### src/rtl/nll_div.sv
// Shared restoring divider, one quotient bit per cycle.
module nll_div #(
    parameter int NUM_BITS = 56,
    parameter int DEN_BITS = 32,
    parameter int QUO_BITS = 26
) (
    input  logic                clk,
    input  logic                rst_n,
    input  logic                start,
    input  logic [NUM_BITS-1:0] num,
    input  logic [DEN_BITS-1:0] den,
    output logic                busy,
    output logic [QUO_BITS-1:0] quo
);
    localparam int CNT_BITS = $clog2(NUM_BITS + 1);

    logic [NUM_BITS-1:0] num_reg;
    logic [DEN_BITS:0] rem_reg;
    logic [QUO_BITS-1:0] quo_reg;
    logic [CNT_BITS-1:0] cnt_reg;
    logic [DEN_BITS-1:0] den_reg;
    logic [DEN_BITS+1:0] trial;
    logic [DEN_BITS:0] shifted;

    assign shifted = {rem_reg[DEN_BITS-1:0], num_reg[NUM_BITS-1]};
    assign trial = {1'b0, shifted} - {2'b00, den_reg};
    assign busy = (cnt_reg != '0);
    assign quo = quo_reg;

    always_ff @(posedge clk or negedge rst_n)
    begin
        if (!rst_n)
        begin
            cnt_reg <= '0;
        end
        else if (start)
        begin
            cnt_reg <= CNT_BITS'(NUM_BITS);
        end
        else if (busy)
        begin
            cnt_reg <= cnt_reg - 1'b1;
        end
    end

    always_ff @(posedge clk)
    begin
        if (start)
        begin
            num_reg <= num;
            den_reg <= den;
            rem_reg <= '0;
            quo_reg <= '0;
        end
        else if (busy)
        begin
            num_reg <= {num_reg[NUM_BITS-2:0], 1'b0};
            if (!trial[DEN_BITS+1])
            begin
                rem_reg <= trial[DEN_BITS:0];
                quo_reg <= {quo_reg[QUO_BITS-2:0], 1'b1};
            end
            else
            begin
                rem_reg <= shifted;
                quo_reg <= {quo_reg[QUO_BITS-2:0], 1'b0};
            end
        end
    end
endmodule

### config.mk
export PLATFORM = sky130hd
export DESIGN_NAME = nll_div
export DESIGN_NICKNAME = d
export VERILOG_FILES = /design/src/rtl/nll_div.sv
export SDC_FILE = /design/constraint.sdc
export NUM_CORES = 1
export LEC_CHECK = 0
export BUFFER_PORTS_ARGS = -buffer_cell sky130_fd_sc_hd__buf_4
export CAP_MARGIN = 15
export CORE_ASPECT_RATIO = 0.5
export CORE_MARGIN = 1.5
export CORE_UTILIZATION = 45
export CTS_CLUSTER_SIZE = 28
export DETAILED_ROUTE_END_ITERATION = 8
export PLACE_DENSITY = 0.66
export SYNTH_ARGS = -nofsm -noshare
export SYNTH_HDL_FRONTEND = slang
export SYNTH_SLANG_ARGS = --single-unit
### constraint.sdc
create_clock -name clk -period 4.5 [get_ports clk]
set_input_delay 0.45 -clock clk [delete_from_list [all_inputs] [get_ports clk]]
set_output_delay 0.45 -clock clk [all_outputs]
set_load 0.05 [all_outputs]
==> results of run 1 <==
## placed cells by master (no fill, tap or decap), types with 3 or more instances in the layout
| cell | n |
|---|---|
| nor3_1 | 24 |
| clkbuf_16 | 23 |
| nand2b_1 | 3 |
| a211oi_1 | 25 |
| nor2_1 | 59 |
| o211a_1 | 8 |
| buf_4 | 124 |
| xor2_1 | 14 |
| o21a_1 | 4 |
| nand2_1 | 83 |
| o21ai_0 | 27 |
| nand4_1 | 5 |
| a21oi_1 | 71 |
| xnor2_1 | 16 |
| inv_1 | 44 |
| mux2_2 | 57 |
| a21o_1 | 11 |
| dfxtp_1 | 58 |
| mux2i_1 | 4 |
| nand3_1 | 12 |
| dfrtp_1 | 6 |
| ha_1 | 33 |
| edfxtp_1 | 88 |
| o21bai_1 | 3 |
| and2_1 | 4 |
## report_power, final
part / switching [uW] / internal, uW
Sequential: 129 / 1690
Clock: 601 / 937
Combinational: 993 / 781
Total: 1720 / 3410
## area by class of cell
type | count | share of cell area (%)
well taps | 227 | 3.012
clock inverters | 6 | 0.6103
repair buffers | 125 | 9.977
clock buffers | 26 | 6.342
flip-flops and latches | 152 | 41.93
inverters | 45 | 1.791
multi-input cells | 504 | 36.34
## logic make-up after synthesis
logic type,count (synthesis),synth area share (%)
AOI/OAI and AO/OA,175,15.05
adders and majority gates,34,5.622
DFF,152,51.35
muxes,61,8.856
xor gates and xnor gates,30,3.412
and+or+nand+nor,204,11.47
buffers and inverters,82,4.241
## worst paths after layout
path	to	from	slack (ns)
setup / recovery	rem_reg[19]	den_reg[4]	1.31
hold / removal	den_reg[9]	den[9]	0.20
setup reg to reg	rem_reg[19]	den_reg[4]	1.31
hold reg to reg	quo[25]	quo[25]	0.46
max in group asynchronous	cnt_reg[4]	rst_n	3.99
min in group asynchronous	cnt_reg[2]	rst_n	0.40
## per-layer routing
layer / vias to the layer above / track usage [%]
met5: - / 0
met4: 0 / 6.133
met3: 18 / 6.036
met2: 104 / 30.38
met1: 2659 / 23.05
li1: 2867 / -
## through the flow
stage | hold WS, ns | cells | util, % | instance area, sq um | power, uW
after global routing | 0.1796 | 1085 | 56.96 | 9430 | 5475
after floorplan | 0.1544 | 738 | - | 7700 | 3251
after global placement | 0.2610 | 1052 | 52.94 | 8765 | 3573
after CTS | 0.1789 | 1085 | 56.96 | 9430 | 5168
after detailed placement | 0.2636 | 1052 | 52.94 | 8765 | 3612
final | 0.1979 | 1085 | 56.96 | 9430 | 5134
## worst register-to-register path: cells and delay by family (launching register included)
kind / cells / cell delay (ns)
AO/OA/AOI/OAI: 6 / 1.66
buffers and inverters: 2 / 0.45
AND/OR/NAND/NOR: 3 / 0.28
adder cells (fa/ha/maj): 1 / 0.35
flip-flops: 1 / 0.32
## what timing repair did
action	CTS	global route
setup endpoints to repair	0	0
hold buffers	1	0
endpoints found under the hold margin	6	0
==> impl_metrics.toml, run 1 <==
[layout]
finalNetCount = 970
final_layout_size_suffix_gt1_share_pct = 26.57
multiInputGateArea_sq_um = 3427
n_antenna_cell = 0
nFillCells = 1456
regArea_sq_um = 3954
area_delta_synth_final_pct = 22.47
largest_reg_flops = 56

[detailed_routing]
num_vias = 5648
final_antenna_net_count = 0
drc = 0
viasPerCell = 5.206
top_layer = "met4"
drt_wl_total_mm = 15.71
dr_wl_met2_mm = 7.155
wire_per_inst_um = 14.48
drt_iter0_drc = 312
drt_pass1_iterations = 4
wl_met1_mm = 7.433
wl_met3_um = 958

[synthesis]
avgSynthCellArea_sq_um = 10.43
ys_seq_elements = 152
netlist_area_sq_um = 7700
synth.top_cells.by_count = "edfxtp_1 (88), nand2_1 (84), a21oi_1 (71)"
synth.area.top_cells = "edfxtp_1 (34%), dfxtp_1 (15%), mux2_2 (8.3%)"
synth_top_area_cell = "edfxtp_1"
synth-seq-area-share_pct = 51.35
yosysMostFrequentCell = "edfxtp_1"
syn-instance-count = 738
syn_nets = 863
synth_cell_types = 58
ys.flop_type = "edfxtp_1"
synth_top_area_share_pct = 34.32
ys_async_sr_fraction_pct = 3.947
ys_warn_count = 0
synth-edff-count = 88

[run]
drv_cap = 0

[grt]
grt_pass1_vias = 5542
overflow = 0
grt_usage_pct = 18.42
grt_max_degree = 59
grt_pass1_wl_mm = 26.25
grt_antenna_before_repair = 0

[hold_path]
min_path_cells = 1
worstHoldPathType = "primary input to flop"

[placement]
place.gp.congestion = 0.8407
dp_hpwl_mm = 10.62
post-place-ws_ns = 1.320
io_buffers = 117

[floorplan]
core_area_sq_um = 16560
die-area_sq_um = 17950
dieWidth_um = 188.0
fp-row-count = 33
die_y_um = 95.50
start_util_pct = 46.50
io_pins = 118

[clocking]
cts-resized-gates = 0
cts_tree = "built"
clk_pin_slew_ns = 0.07
clk_latency_ns = 0.42
cts_root_buf = "clkbuf_16"
clock_path_buffers = 2
htree_levels = 4
numCtsBuffers = 17
post_cts_buffers = 0
cts.sinks = 152

[critical_path]
path_depth = 12
reg2regPathDepth = 12
critPathMaxStageDelay_ns = 0.48
path_max_fanout = 29
slowest_stage = "a21oi_4"
path_delay_family = "compound AO/OA/AOI/OAI gates"
worstSetupPathType = "flop to flop"
crit_required_ns = 4.77
startpoint_type = "flop"
cp-end-kind = "flop"
crit_chain = "inv_1, ha_1, a21oi_1, nand2_1, o21bai_1, a21oi_2, o21a_1, a21oi_4, buf_4, nor2_1, a211oi_1, nor3_1"
worst-path-buf-inv = 2
cp.arrival_ns = 3.47

[sta]
timing.fmax_mhz = 313.1
fin_crit_sh_pct = 70.97
hold_viol_final = 0
relSlewSlack_pct = 46.07
fin_skew_ns = 0.01434
finalSetupViolCount = 0
setup-tns-final_ns = 0
fin_ws_ns = 1.306
rsz0062_at_grt = "no"
fin_crit_ns = 3.194
worst_pin_slew_ns = 0.8078
drv_slew = 0

[pwr]
power_leakage_uw = 0.004030
powerDensity_nw_per_um2 = 544.4
ir_worst_vdd_v = 0.0003159

[status]
status = "finished, final reports clean"
Power figures use the tool's default switching activity.
==> inputs of run 2 (changes only) <==
clock period = 3 ns   (was 4.5 ns; I/O delays follow)
==> run 2 against run 1 <==
Combinational power is 57% higher; clock power grew 33%; critical path depth is 1 higher; routed wire length decreased by 1.5%; cell count increased by 0.46%; count of clock-buffer cells in the layout down 8; worst hold slack got worse by 0.15 ns; sequential power rose by 50%; sequential share of layout area is 0.078 points lower; final area up 0.19%; flip-flop and latch count did not move; largest cell class unchanged; largest power group is now combinational logic; highest routed layer unchanged.
==> impl_metrics.toml, run 2 (synthesis results as in run 1) <==
[grt]
overflow = 0
grt_pass1_wl_mm = 26.05
gr-usage-met3_pct = 6.036
grt_use_met1_pct = 23.61
grt_usage_pct = 18.16
top_usage_layer = "met2"
met2_usage_pct = 28.35
grt_pass1_vias = 5509
grt_max_degree = 144
grt_antenna_before_repair = 0

[layout]
multiInputGateArea_sq_um = 3462
regArea_sq_um = 3954
area_delta_synth_final_pct = 22.70
final_cell_mix = "buf_4 (126), edfxtp_1 (88), nand2_1 (82), a21oi_1 (69), nor2_1 (59)"
largest_reg_flops = 56
final_layout_size_suffix_gt1_share_pct = 27.93
finalNetCount = 975
final_common_cell = "buf_4"
nFillCells = 1443
n_antenna_cell = 0
fin_cells = 1090

[floorplan]
io_pins = 118
dieWidth_um = 188.0
die_y_um = 95.50
start_util_pct = 46.50
core_area_sq_um = 16560
fp-row-count = 33
die-area_sq_um = 17950

[sta]
relSlewSlack_pct = 51.27
setup-tns-final_ns = 0
rsz0062_at_grt = "no"
timing.fmax_mhz = 357.0
fin_crit_sh_pct = 93.38
drv_slew = 0
fin_skew_ns = 0.01226
timing.hold.ws_ns = 0.04483
fin_crit_ns = 2.801
worst_pin_slew_ns = 0.7310
finalSetupViolCount = 0
hold_viol_final = 0

[pwr]
ir_worst_vdd_v = 0.0004517
powerDensity_nw_per_um2 = 800.1
power_leakage_uw = 0.004012

[clocking]
cts.sinks = 152
clk_latency_ns = 0.43
htree_levels = 4
clk_pin_slew_ns = 0.07
clock_path_buffers = 2
numCtsBuffers = 17
cts_tree = "built"
cts_root_buf = "clkbuf_16"
post_cts_buffers = 0

[hold_path]
min_path_cells = 1
worstHoldPathType = "primary input to flop"

[placement]
placed_cells = 1057
dp_hpwl_mm = 10.28
place.gp.congestion = 0.8966
io_buffers = 117

[run]
drv_cap = 0

[detailed_routing]
drt_pass1_iterations = 5
drt_iter0_drc = 306
wire_per_inst_um = 14.20
final_antenna_net_count = 0
drc = 0
num_vias = 5659
viasPerCell = 5.192
drt_wl_total_mm = 15.48

[critical_path]
path_max_fanout = 4
worstSetupPathType = "flop to flop"
cp.arrival_ns = 3.08
crit_required_ns = 3.28
reg2regPathDepth = 13
startpoint_type = "flop"
cp-end-kind = "flop"

[status]
status = "finished, final reports clean"
[run 2: layout make-up]
class	instances	share of cell area (%)
clock buffers	18	4.542
inverters	45	1.788
clock inverters	14	1.417
flip-flops and latches	152	41.85
repair buffers	130	10.75
well taps	227	3.006
multi-input cells	504	36.64
[run 2: repair_timing]
item / 4_1_cts / 5_1_grt
hold buffers: 1 / 0
hold endpoints to repair: 6 / 0
gates resized for setup: 0 / 9
endpoints found under the setup margin: 0 / 10
[run 2: power by group]
part	internal, uW	switching, uW	leakage (uW)
Clock	1100	953	0.000272
Sequential	2540	192	0.00145
Combinational	1260	1520	0.00229
Total	4890	2670	0.00401
[run 2: worst paths after layout]
kind	startpoint	end	slack, ns
setup / recovery	num_reg[55]	rem_reg[28]	0.20
hold / removal	den[29]	den_reg[29]	0.04
setup reg to reg	num_reg[55]	rem_reg[28]	0.20
hold reg to reg	quo[25]	quo[25]	0.46
max in group asynchronous	rst_n	cnt_reg[4]	2.67
min in group asynchronous	rst_n	cnt_reg[5]	0.22
[run 2: metal layers]
metal	vias to the layer above	part of all wire, %
met1	2663	48
met4	0	1.3
met2	106	44
li1	2872	-
met5	-	0
met3	18	6.4
[run 2: per-stage QoR]
| step | worst slack, ns | total power [uW] | utilization [%] | cell area (sq um) |
|---|---|---|---|---|
| after floorplan | 0.2937 | 4877 | - | 7702 |
| after global placement | 0.2203 | 5449 | 53.39 | 8840 |
| after detailed placement | 0.1103 | 5497 | 53.39 | 8840 |
| after CTS | 0.06362 | 7579 | 56.85 | 9413 |
| after global routing | 0.003481 | 8079 | 57.06 | 9448 |
| final | 0.1987 | 7559 | 57.06 | 9448 |
[run 2: critical path, cell delays in order, from the launching register on]
cell and delay [ns]:
edfxtp_1 0.37, inv_1 0.07, ha_1 0.15, inv_1 0.05
fa_1 0.39, a21o_1 0.22, a31o_2 0.29, nand3_1 0.16
a2111oi_2 0.12, o31ai_2 0.27, xor2_1 0.18, nor2_1 0.05
a211oi_1 0.26, nor3_1 0.09
